`src/design/tfpd_pkg.sv`:
```
package tfpd_pkg;

  localparam int SIDE     = 32;
  localparam int PIXELS   = SIDE * SIDE;
  localparam int PEC_POS  = (PIXELS + 1) * 2;
  localparam int IDLE_POS = PEC_POS + 1;
  localparam int POS_W    = $clog2(IDLE_POS + 1);
  localparam int RC_W     = $clog2(SIDE);
  localparam int PIX_W    = 2 * RC_W;

  localparam logic [7:0] CRC_POLY = 8'h07;

  localparam logic [15:0] HOT_THRESHOLD_RST   = 16'd250;
  localparam logic [10:0] MIN_HOT_PIXELS_RST  = 11'd20;
  localparam logic [7:0]  PASSERBY_FRAMES_RST = 8'd4;
  localparam logic [6:0]  DEVICE_ADDRESS_RST  = 7'h0A;

  localparam int CFG_IDX_W = 2;
  localparam logic [CFG_IDX_W-1:0] CFG_HOT_THRESHOLD   = 2'd0;
  localparam logic [CFG_IDX_W-1:0] CFG_MIN_HOT_PIXELS  = 2'd1;
  localparam logic [CFG_IDX_W-1:0] CFG_PASSERBY_FRAMES = 2'd2;
  localparam logic [CFG_IDX_W-1:0] CFG_DEVICE_ADDRESS  = 2'd3;

  localparam int QDEPTH = 4;
  localparam int QPTR_W = $clog2(QDEPTH);
  localparam int QCNT_W = QPTR_W + 1;

  // Command kinds passed from the parser to the execution side
  localparam logic [2:0] K_FIRST   = 3'd0;
  localparam logic [2:0] K_LOW     = 3'd1;
  localparam logic [2:0] K_AMB     = 3'd2;
  localparam logic [2:0] K_PIX_OUT = 3'd3;
  localparam logic [2:0] K_PIX_IN  = 3'd4;
  localparam logic [2:0] K_PEC     = 3'd5;

  typedef struct packed {
    logic [7:0] data_byte;
    logic       frame_start;
  } in_t;

  typedef struct packed {
    logic [15:0] ambient_temp;
    logic        pec_ok;
    logic        human_in_frame;
    logic [10:0] hot_pixel_count;
    logic        passenger_event;
  } out_t;

  typedef struct packed {
    logic [15:0] hot_threshold;
    logic [10:0] min_hot_pixels;
    logic [7:0]  passerby_frames;
    logic [6:0]  device_address;
  } cfg_t;

  typedef struct packed {
    logic [2:0] kind;
    logic [7:0] data;
  } cmd_t;

  function automatic logic [7:0] crc_byte(input logic [7:0] x);
    logic [7:0] c;
    c = x;
    for (int k = 0; k < 8; k++) begin
      c = c[7] ? ({c[6:0], 1'b0} ^ CRC_POLY) : {c[6:0], 1'b0};
    end
    return c;
  endfunction

  function automatic logic in_region(input logic [RC_W-1:0] row, input logic [RC_W-1:0] col);
    logic r;
    r = 1'b0;
    if (row >= 5'd4 && row <= 5'd21) begin
      r = (col >= 5'd10 && col <= 5'd21);
    end else if (row >= 5'd22 && row <= 5'd26) begin
      r = (col >= 5'd9 && col <= 5'd22);
    end else if (row >= 5'd27) begin
      r = (col >= 5'd8 && col <= 5'd23);
    end
    return r;
  endfunction

endpackage

```
`src/design/tfpd_front.sv`:
```
module tfpd_front import tfpd_pkg::*; (
  input  logic clk,
  input  logic rst,
  input  logic in_valid,
  output logic in_ready,
  input  in_t  in_data,
  input  logic full,
  output logic push,
  output cmd_t cmd
);

  logic [POS_W-1:0] byte_position;
  logic [POS_W-1:0] byte_position_next;
  logic [POS_W-1:0] pos;
  logic [POS_W-1:0] pix_off;
  logic [PIX_W-1:0] pix_idx;
  logic             accept;

  assign in_ready = !full;
  assign accept   = in_valid && !full;
  // a start mark restarts parsing at byte 0
  assign pos      = in_data.frame_start ? '0 : byte_position;
  assign pix_off  = pos - POS_W'(3);
  assign pix_idx  = pix_off[PIX_W:1];
  assign push     = accept && (pos != POS_W'(IDLE_POS));

  always_comb begin
    cmd.data = in_data.data_byte;
    if (pos == POS_W'(PEC_POS)) begin
      cmd.kind = K_PEC;
    end else if (pos == '0) begin
      cmd.kind = K_FIRST;
    end else if (!pos[0]) begin
      cmd.kind = K_LOW;
    end else if (pos == POS_W'(1)) begin
      cmd.kind = K_AMB;
    end else if (in_region(pix_idx[PIX_W-1:RC_W], pix_idx[RC_W-1:0])) begin
      cmd.kind = K_PIX_IN;
    end else begin
      cmd.kind = K_PIX_OUT;
    end
  end

  assign byte_position_next = (pos == POS_W'(IDLE_POS)) ? pos : pos + POS_W'(1);

  always_ff @(posedge clk) begin
    if (rst) begin
      byte_position <= '0;
    end else if (accept) begin
      byte_position <= byte_position_next;
    end
  end

  a_pos_range: assert property (@(posedge clk) disable iff (rst)
    byte_position <= POS_W'(IDLE_POS))
    else $error("byte position beyond idle");

endmodule

```
`src/design/tfpd_queue.sv`:
```
module tfpd_queue import tfpd_pkg::*; (
  input  logic clk,
  input  logic rst,
  input  logic push,
  input  cmd_t push_cmd,
  output logic full,
  input  logic pop,
  output logic q_valid,
  output cmd_t q_cmd
);

  cmd_t              entries [QDEPTH];
  logic [QPTR_W-1:0] wr_ptr;
  logic [QPTR_W-1:0] rd_ptr;
  logic [QCNT_W-1:0] count;

  assign full    = (count == QCNT_W'(QDEPTH));
  assign q_valid = (count != '0);
  assign q_cmd   = entries[rd_ptr];

  always_ff @(posedge clk) begin
    if (push) begin
      entries[wr_ptr] <= push_cmd;
    end
  end

  always_ff @(posedge clk) begin
    if (rst) begin
      wr_ptr <= '0;
      rd_ptr <= '0;
      count  <= '0;
    end else begin
      if (push) begin
        wr_ptr <= wr_ptr + QPTR_W'(1);
      end
      if (pop) begin
        rd_ptr <= rd_ptr + QPTR_W'(1);
      end
      count <= count + QCNT_W'(push) - QCNT_W'(pop);
    end
  end

  a_no_overflow: assert property (@(posedge clk) disable iff (rst) push |-> !full)
    else $error("queue overflow");
  a_no_underflow: assert property (@(posedge clk) disable iff (rst) pop |-> q_valid)
    else $error("queue underflow");
  a_count_range: assert property (@(posedge clk) disable iff (rst)
    count <= QCNT_W'(QDEPTH))
    else $error("queue count out of range");

endmodule

```
`src/design/tfpd_back.sv`:
```
module tfpd_back import tfpd_pkg::*; (
  input  logic clk,
  input  logic rst,
  input  cfg_t cfg,
  input  logic q_valid,
  input  cmd_t q_cmd,
  output logic pop,
  output logic out_valid,
  input  logic out_ready,
  output out_t out_data
);

  logic [7:0]  running_crc;
  logic [7:0]  low_byte_latch;
  logic [15:0] ambient_word;
  logic [10:0] hot_count;
  logic [8:0]  detect_run;

  logic [7:0]  crc_base;
  logic [7:0]  crc_next;
  logic [15:0] word;
  logic        is_pec;
  logic        human;
  logic        passenger;
  logic [8:0]  run_step;
  logic        hot_hit;

  assign is_pec   = (q_cmd.kind == K_PEC);
  // results only wait on the output register; other beats flow past it
  assign pop      = q_valid && (!is_pec || !out_valid || out_ready);
  assign crc_base = (q_cmd.kind == K_FIRST) ? crc_byte({cfg.device_address, 1'b1})
                                            : running_crc;
  assign crc_next = crc_byte(q_cmd.data ^ crc_base);
  assign word     = {q_cmd.data, low_byte_latch};
  assign hot_hit  = (q_cmd.kind == K_PIX_IN) && (word >= cfg.hot_threshold) &&
                    (hot_count < cfg.min_hot_pixels);
  assign human    = (hot_count >= cfg.min_hot_pixels);
  assign run_step = human ? detect_run + 9'd1 : 9'd0;
  assign passenger = (run_step > {1'b0, cfg.passerby_frames});

  always_ff @(posedge clk) begin
    if (rst) begin
      running_crc    <= '0;
      low_byte_latch <= '0;
      ambient_word   <= '0;
      hot_count      <= '0;
      detect_run     <= '0;
    end else if (pop) begin
      case (q_cmd.kind)
        K_FIRST: begin
          running_crc    <= crc_next;
          low_byte_latch <= q_cmd.data;
          hot_count      <= '0;
        end
        K_LOW: begin
          running_crc    <= crc_next;
          low_byte_latch <= q_cmd.data;
        end
        K_AMB: begin
          running_crc  <= crc_next;
          ambient_word <= word;
        end
        K_PIX_OUT, K_PIX_IN: begin
          running_crc <= crc_next;
          if (hot_hit) begin
            hot_count <= hot_count + 11'd1;
          end
        end
        K_PEC: begin
          detect_run <= passenger ? 9'd0 : run_step;
        end
        default: begin
          running_crc <= running_crc;
        end
      endcase
    end
  end

  always_ff @(posedge clk) begin
    if (rst) begin
      out_valid <= 1'b0;
    end else if (pop && is_pec) begin
      out_valid <= 1'b1;
    end else if (out_ready) begin
      out_valid <= 1'b0;
    end
  end

  always_ff @(posedge clk) begin
    if (pop && is_pec) begin
      out_data.ambient_temp    <= ambient_word;
      out_data.pec_ok          <= (running_crc == q_cmd.data);
      out_data.human_in_frame  <= human;
      out_data.hot_pixel_count <= hot_count;
      out_data.passenger_event <= passenger;
    end
  end

  a_passenger_needs_human: assert property (@(posedge clk) disable iff (rst)
    out_valid |-> (!out_data.passenger_event || out_data.human_in_frame))
    else $error("passenger flagged on a non-detecting frame");
  a_run_cleared: assert property (@(posedge clk) disable iff (rst)
    (pop && is_pec && passenger) |=> (detect_run == 9'd0))
    else $error("detect run not cleared after passenger");

endmodule

```
`src/design/thermal_frame_presence_detector_unit.sv`:
```
// Channel | Direction | Handshake              | Beat
// in      | input     | in_valid / in_ready    | in_t: one raw frame byte and start mark
// out     | output    | out_valid / out_ready  | out_t: one frame summary at the PEC byte
// cfg     | input     | cfg_we (no back-pressure) | cfg_index selects, cfg_data carries value
//
// One byte beat is taken every cycle while the four-entry command queue has room.
// A summary is registered when its PEC beat is popped from the queue head, once the beats ahead
// of it have drained from the queue; it stays valid until out_ready takes it.
// Reset (synchronous, rst high) clears the byte position, CRC, counters and queue, and
// loads the register defaults. A stalled output holds only a PEC beat at the queue head;
// beats behind it wait there, so input stalls once the queue fills.
module thermal_frame_presence_detector_unit import tfpd_pkg::*; (
  input  logic                 clk,
  input  logic                 rst,
  input  logic                 in_valid,
  output logic                 in_ready,
  input  in_t                  in_data,
  output logic                 out_valid,
  input  logic                 out_ready,
  output out_t                 out_data,
  input  logic                 cfg_we,
  input  logic [CFG_IDX_W-1:0] cfg_index,
  input  logic [15:0]          cfg_data
);

  cfg_t cfg;
  logic push;
  logic full;
  cmd_t push_cmd;
  logic pop;
  logic q_valid;
  cmd_t q_cmd;

  // Configuration registers: write only while the block is quiet
  always_ff @(posedge clk) begin
    if (rst) begin
      cfg.hot_threshold   <= HOT_THRESHOLD_RST;
      cfg.min_hot_pixels  <= MIN_HOT_PIXELS_RST;
      cfg.passerby_frames <= PASSERBY_FRAMES_RST;
      cfg.device_address  <= DEVICE_ADDRESS_RST;
    end else if (cfg_we) begin
      case (cfg_index)
        CFG_HOT_THRESHOLD:   cfg.hot_threshold   <= cfg_data;
        CFG_MIN_HOT_PIXELS:  cfg.min_hot_pixels  <= cfg_data[10:0];
        CFG_PASSERBY_FRAMES: cfg.passerby_frames <= cfg_data[7:0];
        CFG_DEVICE_ADDRESS:  cfg.device_address  <= cfg_data[6:0];
        default: begin
          cfg <= cfg;
        end
      endcase
    end
  end

  // Front: track the byte position and classify each beat; drop bytes after the PEC
  tfpd_front u_front (
    .clk      (clk),
    .rst      (rst),
    .in_valid (in_valid),
    .in_ready (in_ready),
    .in_data  (in_data),
    .full     (full),
    .push     (push),
    .cmd      (push_cmd)
  );

  // Hold classified beats so either side can stall on its own
  tfpd_queue u_queue (
    .clk      (clk),
    .rst      (rst),
    .push     (push),
    .push_cmd (push_cmd),
    .full     (full),
    .pop      (pop),
    .q_valid  (q_valid),
    .q_cmd    (q_cmd)
  );

  // Back: advance the CRC, assemble words, count hot pixels, emit the summary
  tfpd_back u_back (
    .clk       (clk),
    .rst       (rst),
    .cfg       (cfg),
    .q_valid   (q_valid),
    .q_cmd     (q_cmd),
    .pop       (pop),
    .out_valid (out_valid),
    .out_ready (out_ready),
    .out_data  (out_data)
  );

endmodule
```
`config.mk`:
```
export PLATFORM = sky130hd
export DESIGN_NAME = thermal_frame_presence_detector_unit
export DESIGN_NICKNAME = d
export VERILOG_FILES = /design/src/design/tfpd_pkg.sv /design/src/design/tfpd_front.sv /design/src/design/tfpd_queue.sv /design/src/design/tfpd_back.sv /design/src/design/thermal_frame_presence_detector_unit.sv
export SDC_FILE = /design/constraint.sdc
export NUM_CORES = 1
export LEC_CHECK = 0
export ABC_AREA = 1
export BUFFER_PORTS_ARGS = -buffer_cell sky130_fd_sc_hd__buf_2
export CAP_MARGIN = 20
export CORE_ASPECT_RATIO = 1.25
export CORE_MARGIN = 2
export CORE_UTILIZATION = 65
export DETAILED_ROUTE_END_ITERATION = 7
export GPL_TIMING_DRIVEN = 1
export HOLD_SLACK_MARGIN = 0.02
export PLACE_DENSITY = 0.85
export SETUP_SLACK_MARGIN = 0.1
export SYNTH_ARGS = -nofsm -noshare
export SYNTH_HDL_FRONTEND = slang
export SYNTH_SLANG_ARGS = --single-unit
```
`constraint.sdc`:
```
create_clock -name clk -period 4.9 [get_ports clk]
set_input_delay 1.47 -clock clk [delete_from_list [all_inputs] [get_ports clk]]
set_output_delay 1.47 -clock clk [all_outputs]
set_load 0.005 [all_outputs]
```
==> results.cfg, run 1 <==
[outcome]
outcome = completed

[min_path]
min_path_cells = 0
timing.hold.worst.class = register to register
hp-start = u_back.ambient_word[14]
timing.hold.worst_endpoint = u_back.out_data[28]

[global_route]
grt_pass1_wl_microns = 33900
global_route.usage.total = 0.267
globalRouteOverflowTotal = 0
grt_pass1_vias = 7538
grt_start_max_net_pins = 77
grt_antenna_before_repair = 0

[die]
design.die.area_sq_um = 15800
placementRows = 49
starting_utilization_of_the_core_area = 0.666
die_w_microns = 113
placeableCoreArea_sq_um = 14400
die-height_microns = 140
io_pins = 64

[route]
drtIter0Drc = 637
dr_total_vias = 8015
postRouteWirelength_microns = 20400
drt_first_pass_iters = 5
drtAntennaViolNets = 0
routed_wire_length_per_instance_microns = 14.1
remaining_drc_errors = 0
route.detailed.vias_per_inst = 5.54

[critical_path]
r2r-end = u_back.detect_run[3]
crit_fanout = 15
regToRegSetupSlack_ns = 1.53
worst_r2r_path_depth = 19
cp-end-kind = register
timing.critical_path.from_type = primary input
path_class = primary input to register
worstPathRequired_ns = 5.11
r2r_start = u_back.hot_count[2]
worst_ep_arrival_time_ns = 3.75

[clock_tree]
clock-root-buffer = sky130_fd_sc_hd__clkbuf_16
clk_latency_ns = 0.45
clkSlewWorstSetupHoldPaths_ns = 0.07
cts.hold.buffers_added = 0
cts.repair.resized = 0
htreeDepth = 4
ctsLongestPathBuffers = 2
cts_post_setup_buffers_inserted = 0
cts_buffers = 17
cts.sinks = 190
cts_tree = done

[synthesis]
yosysWarnings = 0
synth_top_area_frac = 0.242
syn_area_sq_um = 9590
seq_area_frac_synth = 0.474
syn-mean-instance-area_sq_um = 8.01
synth_cells = 1197
ys_types = 46
synth.ff_latch_count = 190
synth_top_cell_by_area = sky130_fd_sc_hd__dfxtp_1
synth_top_cells_by_area = sky130_fd_sc_hd__dfxtp_1, sky130_fd_sc_hd__edfxtp_1, sky130_fd_sc_hd__nand2_1
mappedNetlistNets = 1277

[timing]
fmaxAchievable_mhz = 283
finClkSkew_ns = 0.00924
timing.final.setup_violations = 0
finalHoldViolations = 0
finalWorstPathRequiredPeriod_ns = 3.54
worst_hold_slack_ns = 0.430
maxSlewViolCount = 0
timing.max_slew.rel_slack = 0.431
final.setup.tns_ns = 0
tightestPinTransition_ns = 0.849
grt_setup_unrepaired = no
post-route-period-util = 0.722

[power]
clockPowerShare = 0.245
combinational_group_share_of_total_power = 0.393
pwr_density_cell_nw_per_um2 = 536
vdd.ir_drop.worst_mv = 0.446
seq_power_share = 0.361
internal_power_w = 0.00339
switching_power_w = 0.00232
netSwitchingFraction = 0.406
cellLeakagePower_nw = 4.75

[final_layout]
final_layout_size_suffix_gt1_frac = 0.103
antennaDiodeCount = 0
layoutNonFillerInstCount = 1446
area.growth.synth_to_final_pct = 11.1
design.final.nets = 1335
seqCellArea_sq_um = 4540
layout.filler_cells = 1089
multiInputGateArea_sq_um = 4340

[placement]
dp.final_hpwl_microns = 14400
routabilityCongestion = 0.909
port_buffers = 63
place_inst = 1413

[flow_run]
cap_viol_max_count = 0
## worst max-delay path, cell delays in order
cell,delay [ns]
sky130_fd_sc_hd__buf_2,0.13
sky130_fd_sc_hd__inv_1,0.28
sky130_fd_sc_hd__nand2_1,0.19
sky130_fd_sc_hd__inv_1,0.12
sky130_fd_sc_hd__ha_1,0.23
sky130_fd_sc_hd__inv_1,0.10
sky130_fd_sc_hd__nand2_1,0.11
sky130_fd_sc_hd__nand2_1,0.06
sky130_fd_sc_hd__nand2_1,0.13
sky130_fd_sc_hd__inv_1,0.07
sky130_fd_sc_hd__nand2_1,0.08
sky130_fd_sc_hd__o21ai_0,0.08
sky130_fd_sc_hd__nor2_1,0.09
sky130_fd_sc_hd__nand3_1,0.07
sky130_fd_sc_hd__nand2_1,0.10
sky130_fd_sc_hd__nand3_1,0.10
sky130_fd_sc_hd__o21ai_0,0.35
## sequential cells by signal (all words and copies together), names as in the netlist, named ones only
| name | flops |
|---|---|
| u_queue.entries | 44 |
| cfg | 42 |
| u_back.out_data | 30 |
| u_back.ambient_word | 16 |
| u_front.byte_position | 12 |
| u_back.hot_count | 11 |
| u_back.detect_run | 9 |
| u_back.low_byte_latch | 8 |
| u_back.running_crc | 8 |
| u_queue.count | 3 |
| u_queue.rd_ptr | 2 |
| u_queue.wr_ptr | 2 |
| u_back.out_valid | 1 |
## routing by layer
metal | track usage | vias up | part of all wire
met5 | 0 | - | 0
met1 | 0.325 | 3654 | 0.41
met3 | 0.0457 | 42 | 0.052
met4 | 0.111 | 0 | 0.025
met2 | 0.468 | 235 | 0.51
li1 | - | 4084 | -
## cells in the final DEF (no fill, tap or decap), types with 8 or more instances in the layout
cell / instances
sky130_fd_sc_hd__nand4_1: 18
sky130_fd_sc_hd__nand2_1: 310
sky130_fd_sc_hd__inv_2: 8
sky130_fd_sc_hd__a21oi_1: 110
sky130_fd_sc_hd__dfxtp_1: 116
sky130_fd_sc_hd__inv_1: 139
sky130_fd_sc_hd__ha_1: 47
sky130_fd_sc_hd__nand3_1: 94
sky130_fd_sc_hd__edfxtp_1: 74
sky130_fd_sc_hd__nor3_1: 15
sky130_fd_sc_hd__nor2_1: 70
sky130_fd_sc_hd__buf_2: 63
sky130_fd_sc_hd__o21ai_0: 80
sky130_fd_sc_hd__xnor2_1: 8
sky130_fd_sc_hd__xor2_1: 22
sky130_fd_sc_hd__clkbuf_16: 18
sky130_fd_sc_hd__o211ai_1: 11
## power groups by stage
| stage | clock, W | sequential [W] | combinational, W |
|---|---|---|---|
| global placement | 0 | 0.00209 | 0.00215 |
| global route | 0.00147 | 0.00209 | 0.00255 |
| CTS | 0.00141 | 0.00206 | 0.00223 |
| floorplan | 0 | 0.00206 | 0.00174 |
| detailed placement | 0 | 0.00210 | 0.00220 |
| finish | 0.00140 | 0.00206 | 0.00225 |
## cell usage after synthesis, drive strengths merged
cell type  number
nand3          97
fa              1
xor2           24
clkbuf         18
o21a            1
nand2b          1
or2             1
nand2         317
xnor2           8
a21o            1
o21bai          3
a21oi         111
o211ai         11
nor4            3
a211oi          1
buf            14
a31oi           1
dfxtp         116
o221ai          1
edfxtp         74
or4             1
o31ai           1
nand4          18
inv           147
and2            1
nor3b           2
o21ai          84
nor3           17
ha             47
nand3b          2
and3            2
nor2           71
## area by class of cell
cell class	count	area share
tap	178	0.0209
sequential	190	0.427
inverter	147	0.0518
timing repair buffer	71	0.0364
clock inverter	12	0.0132
clock buffer	20	0.0439
multi-input combinational	828	0.407
## worst max-delay path by stage
| stage | start | end | slack, ns | cells after the start |
|---|---|---|---|---|
| 2_1_floorplan | in_data[0] | u_queue.count[1] | 1.46 | 11 |
| 3_3_place_gp | in_data[0] | u_queue.count[1] | 0.99 | 11 |
| 3_5_place_dp | in_data[0] | u_queue.count[1] | 0.94 | 11 |
| 4_1_cts | in_data[0] | u_queue.count[1] | 1.38 | 11 |
| 5_1_grt | in_data[0] | u_queue.entries[1][10] | 1.01 | 17 |
| 6_report | in_data[0] | u_queue.entries[1][10] | 1.36 | 17 |
## cells by family after synthesis
group | share of synthesized area
AND/OR/NAND/NOR | 0.239
AO/OA/AOI/OAI | 0.119
flip-flops | 0.474
buffers and inverters | 0.0738
adder cells (fa/ha/maj) | 0.0634
XOR/XNOR | 0.0308
## through the flow
step	power (W)	util	area, sq um	worst slack (ns)
6_report	0.00571	0.739	10700	1.36
4_1_cts	0.00571	0.738	10600	1.38
3_3_place_gp	0.00424	0.696	10000	0.989
2_1_floorplan	0.00380	-	9590	1.46
5_1_grt	0.00611	0.739	10700	1.01
3_5_place_dp	0.00429	0.696	10000	0.938
No activity file was read; power rests on OpenSTA's default activity.
==> inputs of run 2 (changes only) <==
--- a/config.mk
+++ b/config.mk
@@ -5,16 +5,16 @@
 export SDC_FILE = /design/constraint.sdc
 export NUM_CORES = 1
 export LEC_CHECK = 0
-export ABC_AREA = 1
+export ABC_AREA = 0
 export BUFFER_PORTS_ARGS = -buffer_cell sky130_fd_sc_hd__buf_2
 export CAP_MARGIN = 20
 export CORE_ASPECT_RATIO = 1.25
 export CORE_MARGIN = 2
-export CORE_UTILIZATION = 65
+export CORE_UTILIZATION = 55
 export DETAILED_ROUTE_END_ITERATION = 7
 export GPL_TIMING_DRIVEN = 1
 export HOLD_SLACK_MARGIN = 0.02
-export PLACE_DENSITY = 0.85
+export PLACE_DENSITY = 0.77
 export SETUP_SLACK_MARGIN = 0.1
 export SYNTH_ARGS = -nofsm -noshare
 export SYNTH_HDL_FRONTEND = slang
==> constraint.sdc (replaced) <==
create_clock -name clk -period 3.19 [get_ports clk]
set_input_delay 0.957 -clock clk [delete_from_list [all_inputs] [get_ports clk]]
set_output_delay 0.957 -clock clk [all_outputs]
set_load 0.005 [all_outputs]
==> run 2 against run 1 <==
  * Global-route usage decreased by 2.4 points
  * Final cell count decreased by 11%
  * First-iteration DRC count decreased by 43%
  * Flip-flop and latch count unchanged
  * Clock skew increased by 0.0056 ns
  * Critical endpoint is now u_back.detect_run[2]
==> results.cfg, run 2 <==
[synthesis]
yosysWarnings = 0
mappedNetlistNets = 1014
synth_top_cells_by_count = sky130_fd_sc_hd__nand2_1, sky130_fd_sc_hd__dfxtp_1, sky130_fd_sc_hd__a21oi_1, sky130_fd_sc_hd__edfxtp_1, sky130_fd_sc_hd__nor2_1
syn_area_sq_um = 9260
synth_top_cell_by_area = sky130_fd_sc_hd__dfxtp_1
synth_top_cells_by_area = sky130_fd_sc_hd__dfxtp_1, sky130_fd_sc_hd__edfxtp_1, sky130_fd_sc_hd__ha_1
async_flop_share = 0
synth.ff_latch_count = 190
synth_top_area_frac = 0.251
seq_area_frac_synth = 0.491
syn-mean-instance-area_sq_um = 9.92
synthMostInstantiatedCell = sky130_fd_sc_hd__nand2_1
ys_types = 67
synth-edff-count = 74
ys_dominant_reg_cell = sky130_fd_sc_hd__dfxtp_1
synth_cells = 934

[global_route]
grt_pass1_vias = 7128
grt_antenna_before_repair = 0
global_route.usage.total = 0.244
globalRouteOverflowTotal = 0
grt_pass1_wl_microns = 34200
grt_start_max_net_pins = 83

[die]
io_pins = 64
die-height_microns = 149
placeableCoreArea_sq_um = 16600
starting_utilization_of_the_core_area = 0.556
design.die.area_sq_um = 17900
die_w_microns = 120
placementRows = 53

[final_layout]
seqCellArea_sq_um = 4560
largest_register_ffs = 44
layoutNonFillerInstCount = 1289
area_of_all_placed_cells_without_fillers_sq_um = 11200
layout.filler_cells = 1259
antennaDiodeCount = 0
layout.cells.most_common_list = sky130_fd_sc_hd__nand2_1, sky130_fd_sc_hd__dfxtp_1, sky130_fd_sc_hd__edfxtp_1, sky130_fd_sc_hd__buf_4, sky130_fd_sc_hd__nor2_1
final_layout_size_suffix_gt1_frac = 0.246
largestRegisters = u_queue.entries (44), cfg (42), u_back.out_data (30)
core_utilization_of_the_finished_layout = 0.676
design.final.nets = 1136
most_common_cell_after_layout_fill_and_taps_aside = sky130_fd_sc_hd__nand2_1
max_flop_register = u_queue.entries
multiInputGateArea_sq_um = 4650
area.growth.synth_to_final_pct = 21.4

[critical_path]
path_class = register to register
worstPathRequired_ns = 3.59
timing.critical_path.from_type = register
crit_fanout = 5
worst_ep_arrival_time_ns = 3.57
cp-end-kind = register

[clock_tree]
cts_tree = done
cts.hold.buffers_added = 0
clk_latency_ns = 0.44
htreeDepth = 4
cts.sinks = 190
clock-root-buffer = sky130_fd_sc_hd__clkbuf_16
cts_buffers = 17
ctsLongestPathBuffers = 2
clkSlewWorstSetupHoldPaths_ns = 0.08

[placement]
place_inst = 1247
port_buffers = 63
routabilityCongestion = 0.906
dp.final_hpwl_microns = 14600
post_dp_cell_area_sq_um = 10400

[route]
dr_total_vias = 7225
routed_wire_length_per_instance_microns = 16.5
remaining_drc_errors = 0
route.detailed.vias_per_inst = 5.61
drt_first_pass_iters = 5
postRouteWirelength_microns = 21300
drtIter0Drc = 361
drtAntennaViolNets = 0

[timing]
maxSlewViolCount = 0
timing.final.setup_violations = 0
grt_setup_unrepaired = yes
timing.max_slew.rel_slack = 0.456
worst_hold_slack_ns = 0.432
final.setup.tns_ns = 0
finClkSkew_ns = 0.0148
fmaxAchievable_mhz = 315
tightestPinTransition_ns = 0.811
post-route-period-util = 0.994
finalHoldViolations = 0
finalWorstPathRequiredPeriod_ns = 3.17

[power]
pwr_density_cell_nw_per_um2 = 764
vdd.ir_drop.worst_mv = 0.558
cellLeakagePower_nw = 4.43

[flow_run]
cap_viol_max_count = 0

[min_path]
timing.hold.worst.class = register to register

[outcome]
outcome = completed
run 2: per-layer routing:
layer / GRT usage / wire (microns)
met5: 0 / 0
met4: 0.103 / 728
met3: 0.0585 / 1050
met2: 0.430 / 10900
met1: 0.282 / 8570
run 2: layout make-up:
cell class,count,share of cell area
clock buffer,18,0.0391
clock inverter,14,0.0151
tap,220,0.0245
timing repair buffer,141,0.0857
inverter,50,0.0170
multi-input combinational,656,0.413
sequential,190,0.406
run 2: where the power goes:
group,switching [W],internal [W],leakage (nW)
Combinational,0.00180,0.00158,2.52
Clock,0.00102,0.00114,0.289
Sequential,0.000178,0.00288,1.63
run 2: kinds of logic (layout without fill, tap and decap cells):
group	after synthesis	count (layout)	share of synthesized area
simple gates	343	343	0.173
flops	190	190	0.491
compound gates	164	165	0.112
buf+inv	89	223	0.0370
xor+xnor	60	60	0.0636
fa+ha+maj	48	48	0.0657
mux	40	40	0.0582
run 2: path summary, 6_finish.rpt:
check                         startpoint                   end  slack, ns  cells after the start
hold / removal    u_back.ambient_word[0]   u_back.out_data[14]       0.43                      0
setup reg to reg                 cfg[19]  u_back.detect_run[2]       0.02                     18
setup / recovery                 cfg[19]  u_back.detect_run[2]       0.02                     18
hold reg to reg   u_back.ambient_word[0]   u_back.out_data[14]       0.43                      0
run 2: critical path, stage by stage (launching register included):
cell and delay (ns):
sky130_fd_sc_hd__dfxtp_2 0.35, sky130_fd_sc_hd__inv_2 0.05, sky130_fd_sc_hd__ha_4 0.25, sky130_fd_sc_hd__nand4_1 0.14, sky130_fd_sc_hd__o21ai_2 0.16, sky130_fd_sc_hd__a21oi_2 0.05
sky130_fd_sc_hd__o22a_1 0.19, sky130_fd_sc_hd__o21a_4 0.22, sky130_fd_sc_hd__nor2b_4 0.14, sky130_fd_sc_hd__ha_4 0.21, sky130_fd_sc_hd__nor2b_4 0.12, sky130_fd_sc_hd__o21a_1 0.16
sky130_fd_sc_hd__o21a_1 0.17, sky130_fd_sc_hd__o41ai_2 0.19, sky130_fd_sc_hd__a21o_1 0.17, sky130_fd_sc_hd__nand4b_1 0.14, sky130_fd_sc_hd__buf_6 0.17, sky130_fd_sc_hd__o22ai_1 0.12
sky130_fd_sc_hd__a21o_1 0.12
run 2: timing repair:
action,4_1_cts,5_1_grt
setup buffers,4,4
hold endpoints to repair,0,0
resized for setup,21,23
setup endpoints to repair,18,29
pin swaps,9,6
cloned,2,1
run 2: per-stage QoR:
step                worst slack, ns  total power [W]
floorplan                   -0.0115          0.00533
global placement            -0.0985          0.00617
detailed placement           -0.204          0.00627
CTS                          0.0358          0.00852
global route                 -0.172          0.00907
finish                       0.0181          0.00860
==> inputs of run 3 (changes only) <==
--- a/config.mk
+++ b/config.mk
@@ -8,13 +8,15 @@
 export ABC_AREA = 0
 export BUFFER_PORTS_ARGS = -buffer_cell sky130_fd_sc_hd__buf_2
 export CAP_MARGIN = 20
+export CELL_PAD_IN_SITES_DETAIL_PLACEMENT = 1
+export CELL_PAD_IN_SITES_GLOBAL_PLACEMENT = 1
 export CORE_ASPECT_RATIO = 1.25
 export CORE_MARGIN = 2
-export CORE_UTILIZATION = 55
+export CORE_UTILIZATION = 43
 export DETAILED_ROUTE_END_ITERATION = 7
 export GPL_TIMING_DRIVEN = 1
 export HOLD_SLACK_MARGIN = 0.02
-export PLACE_DENSITY = 0.77
+export PLACE_DENSITY_LB_ADDON = 0.1
 export SETUP_SLACK_MARGIN = 0.1
 export SYNTH_ARGS = -nofsm -noshare
 export SYNTH_HDL_FRONTEND = slang
==> run 3 against run 2 <==
  * The run now ends with setup timing left
  * Non-clock buffer count grew 21
  * Final area grew 3.6%
  * Final cell count grew 6.1%
  * Sequential share of layout area shrank 1.4 points
  * Wire length grew 17%
  * Highest routed layer is now met5
==> results.cfg, run 3 (synthesis results as in run 2) <==
[outcome]
outcome = finished with violations
failing_checks = setup timing

[timing]
tightestPinTransition_ns = 0.940
grt_setup_unrepaired = yes
setup_ws_ns = -0.114
timing.final.setup_violations = 7
post-route-period-util = 1.04
finalHoldViolations = 0
timing.max_slew.rel_slack = 0.368
finClkSkew_ns = 0.0109
final.setup.tns_ns = -0.383
maxSlewViolCount = 0
worst_hold_slack_ns = 0.433
fmaxAchievable_mhz = 303
finalWorstPathRequiredPeriod_ns = 3.30

[route]
route.detailed.vias_per_inst = 5.36
routed-wl-met2_microns = 13000
top_layer = met5
wl_met3_microns = 790
drtIter0Drc = 206
drtAntennaViolNets = 0
dr_total_vias = 7337
postRouteWirelength_microns = 25000
wl_met1_microns = 10500
routed_wire_length_per_instance_microns = 18.2
drt_first_pass_iters = 5
remaining_drc_errors = 0

[placement]
routabilityCongestion = 0.927
port_buffers = 63
dp.final_hpwl_microns = 17500

[critical_path]
crit_chain = inv_2 -> ha_4 -> nand4_1 -> o21ai_2 -> a21oi_2 -> o22a_1 -> o21a_4 -> nor2b_4 -> ha_4 -> nor2b_4 -> o21a_1 -> o21a_1 -> o41ai_2 -> a21o_1 -> nand4b_1 -> buf_6 -> nor3b_2 -> a21o_1
cp-end-kind = register
timing.critical_path.from_type = register
crit_fanout = 6
critPathBufInv = 2
crit_family = compound AO/OA/AOI/OAI gates
worst_path_largest_cell_delay_ns = 0.33
worstPathRequired_ns = 3.58
worst_ep_arrival_time_ns = 3.70
cp_slowest_cell = sky130_fd_sc_hd__dfxtp_2
path_class = register to register

[clock_tree]
cts_buffers = 17
clock-root-buffer = sky130_fd_sc_hd__clkbuf_16
htreeDepth = 4
clk_latency_ns = 0.45
cts_tree = done
cts.sinks = 190
ctsLongestPathBuffers = 2
cts.hold.buffers_added = 0
clkSlewWorstSetupHoldPaths_ns = 0.08

[final_layout]
largestRegisters = u_queue.entries (44), cfg (42), u_back.out_data (30)
layout.filler_cells = 2360
most_common_cell_after_layout_fill_and_taps_aside = sky130_fd_sc_hd__nand2_1
layout.cells.most_common_list = sky130_fd_sc_hd__nand2_1, sky130_fd_sc_hd__dfxtp_1, sky130_fd_sc_hd__buf_4, sky130_fd_sc_hd__edfxtp_1, sky130_fd_sc_hd__nor2_1
antennaDiodeCount = 0
final_layout_size_suffix_gt1_frac = 0.282
largest_register_ffs = 44
area.growth.synth_to_final_pct = 25.8
max_flop_register = u_queue.entries
design.final.nets = 1156

[die]
io_pins = 64
placementRows = 60
starting_utilization_of_the_core_area = 0.434
die_w_microns = 135
placeableCoreArea_sq_um = 21300
design.die.area_sq_um = 22700
die-height_microns = 168

[power]
total_power_w = 0.00906
vdd.ir_drop.worst_mv = 0.422
pwr_density_cell_nw_per_um2 = 778
cellLeakagePower_nw = 4.57

[global_route]
globalRouteOverflowTotal = 0
grt_start_max_net_pins = 65
grt_pass1_wl_microns = 39200
grt_antenna_before_repair = 1
global_route.usage.total = 0.221
grt_pass1_vias = 7491

[min_path]
timing.hold.worst.class = register to register

[flow_run]
cap_viol_max_count = 0
run 3: per-stage QoR:
stage	setup slack, ns	instances	utilization	instance area [sq um]
2_1_floorplan	-0.0115	934	-	9410
3_3_place_gp	-0.206	1312	0.492	10500
3_5_place_dp	-0.266	1312	0.492	10500
4_1_cts	-0.0500	1356	0.530	11300
5_1_grt	-0.225	1368	0.547	11700
6_report	-0.114	1368	0.547	11700
run 3: layout make-up:
cell class,count,area (sq um),share of cell area
Timing Repair Buffer,162,1100,0.0948
Inverter,50,191,0.0164
Clock buffer,17,425,0.0365
Sequential cell,190,4560,0.391
Clock inverter,15,211,0.0181
Tap cell,279,349,0.0300
Multi-Input combinational cell,655,4810,0.413
run 3: worst reg2reg max path, stage by stage (launching register included):
cell and delay (ns):
sky130_fd_sc_hd__dfxtp_2 0.33, sky130_fd_sc_hd__inv_2 0.05, sky130_fd_sc_hd__ha_4 0.25, sky130_fd_sc_hd__nand4_1 0.16, sky130_fd_sc_hd__o21ai_2 0.18, sky130_fd_sc_hd__a21oi_2 0.05
sky130_fd_sc_hd__o22a_1 0.18, sky130_fd_sc_hd__o21a_4 0.25, sky130_fd_sc_hd__nor2b_4 0.14, sky130_fd_sc_hd__ha_4 0.21, sky130_fd_sc_hd__nor2b_4 0.12, sky130_fd_sc_hd__o21a_1 0.16
sky130_fd_sc_hd__o21a_1 0.18, sky130_fd_sc_hd__o41ai_2 0.22, sky130_fd_sc_hd__a21o_1 0.18, sky130_fd_sc_hd__nand4b_1 0.13, sky130_fd_sc_hd__buf_6 0.17, sky130_fd_sc_hd__nor3b_2 0.19
sky130_fd_sc_hd__a21o_1 0.10
run 3: routing by layer:
metal,GRT usage,vias to the layer above
met5,0,-
met4,0.0747,2
met3,0.0352,43
met2,0.394,107
met1,0.271,3628
li1,-,3557
run 3: report_power, final:
group	switching (W)	internal, W	leakage (nW)
Clock	0.00113	0.00117	0.314
Sequential	0.000171	0.00288	1.63
Combinational	0.00199	0.00173	2.63
Total	0.00329	0.00577	4.57
run 3: final timing paths:
kind,startpoint,to,cells past startpoint,slack (ns)
worst min-delay path,u_back.ambient_word[3],u_back.out_data[17],0,0.43
worst max-delay path,cfg[16],u_back.detect_run[2],18,-0.11
worst min register to register,u_back.ambient_word[3],u_back.out_data[17],0,0.43
worst max register to register,cfg[16],u_back.detect_run[2],18,-0.11
run 3: repair_timing:
action,4_1_cts,5_1_grt
setup buffers,11,15
pin swaps,12,14
endpoints found under the setup margin,23,54
resized for setup,23,58
hold endpoints to repair,0,0
cloned,1,0
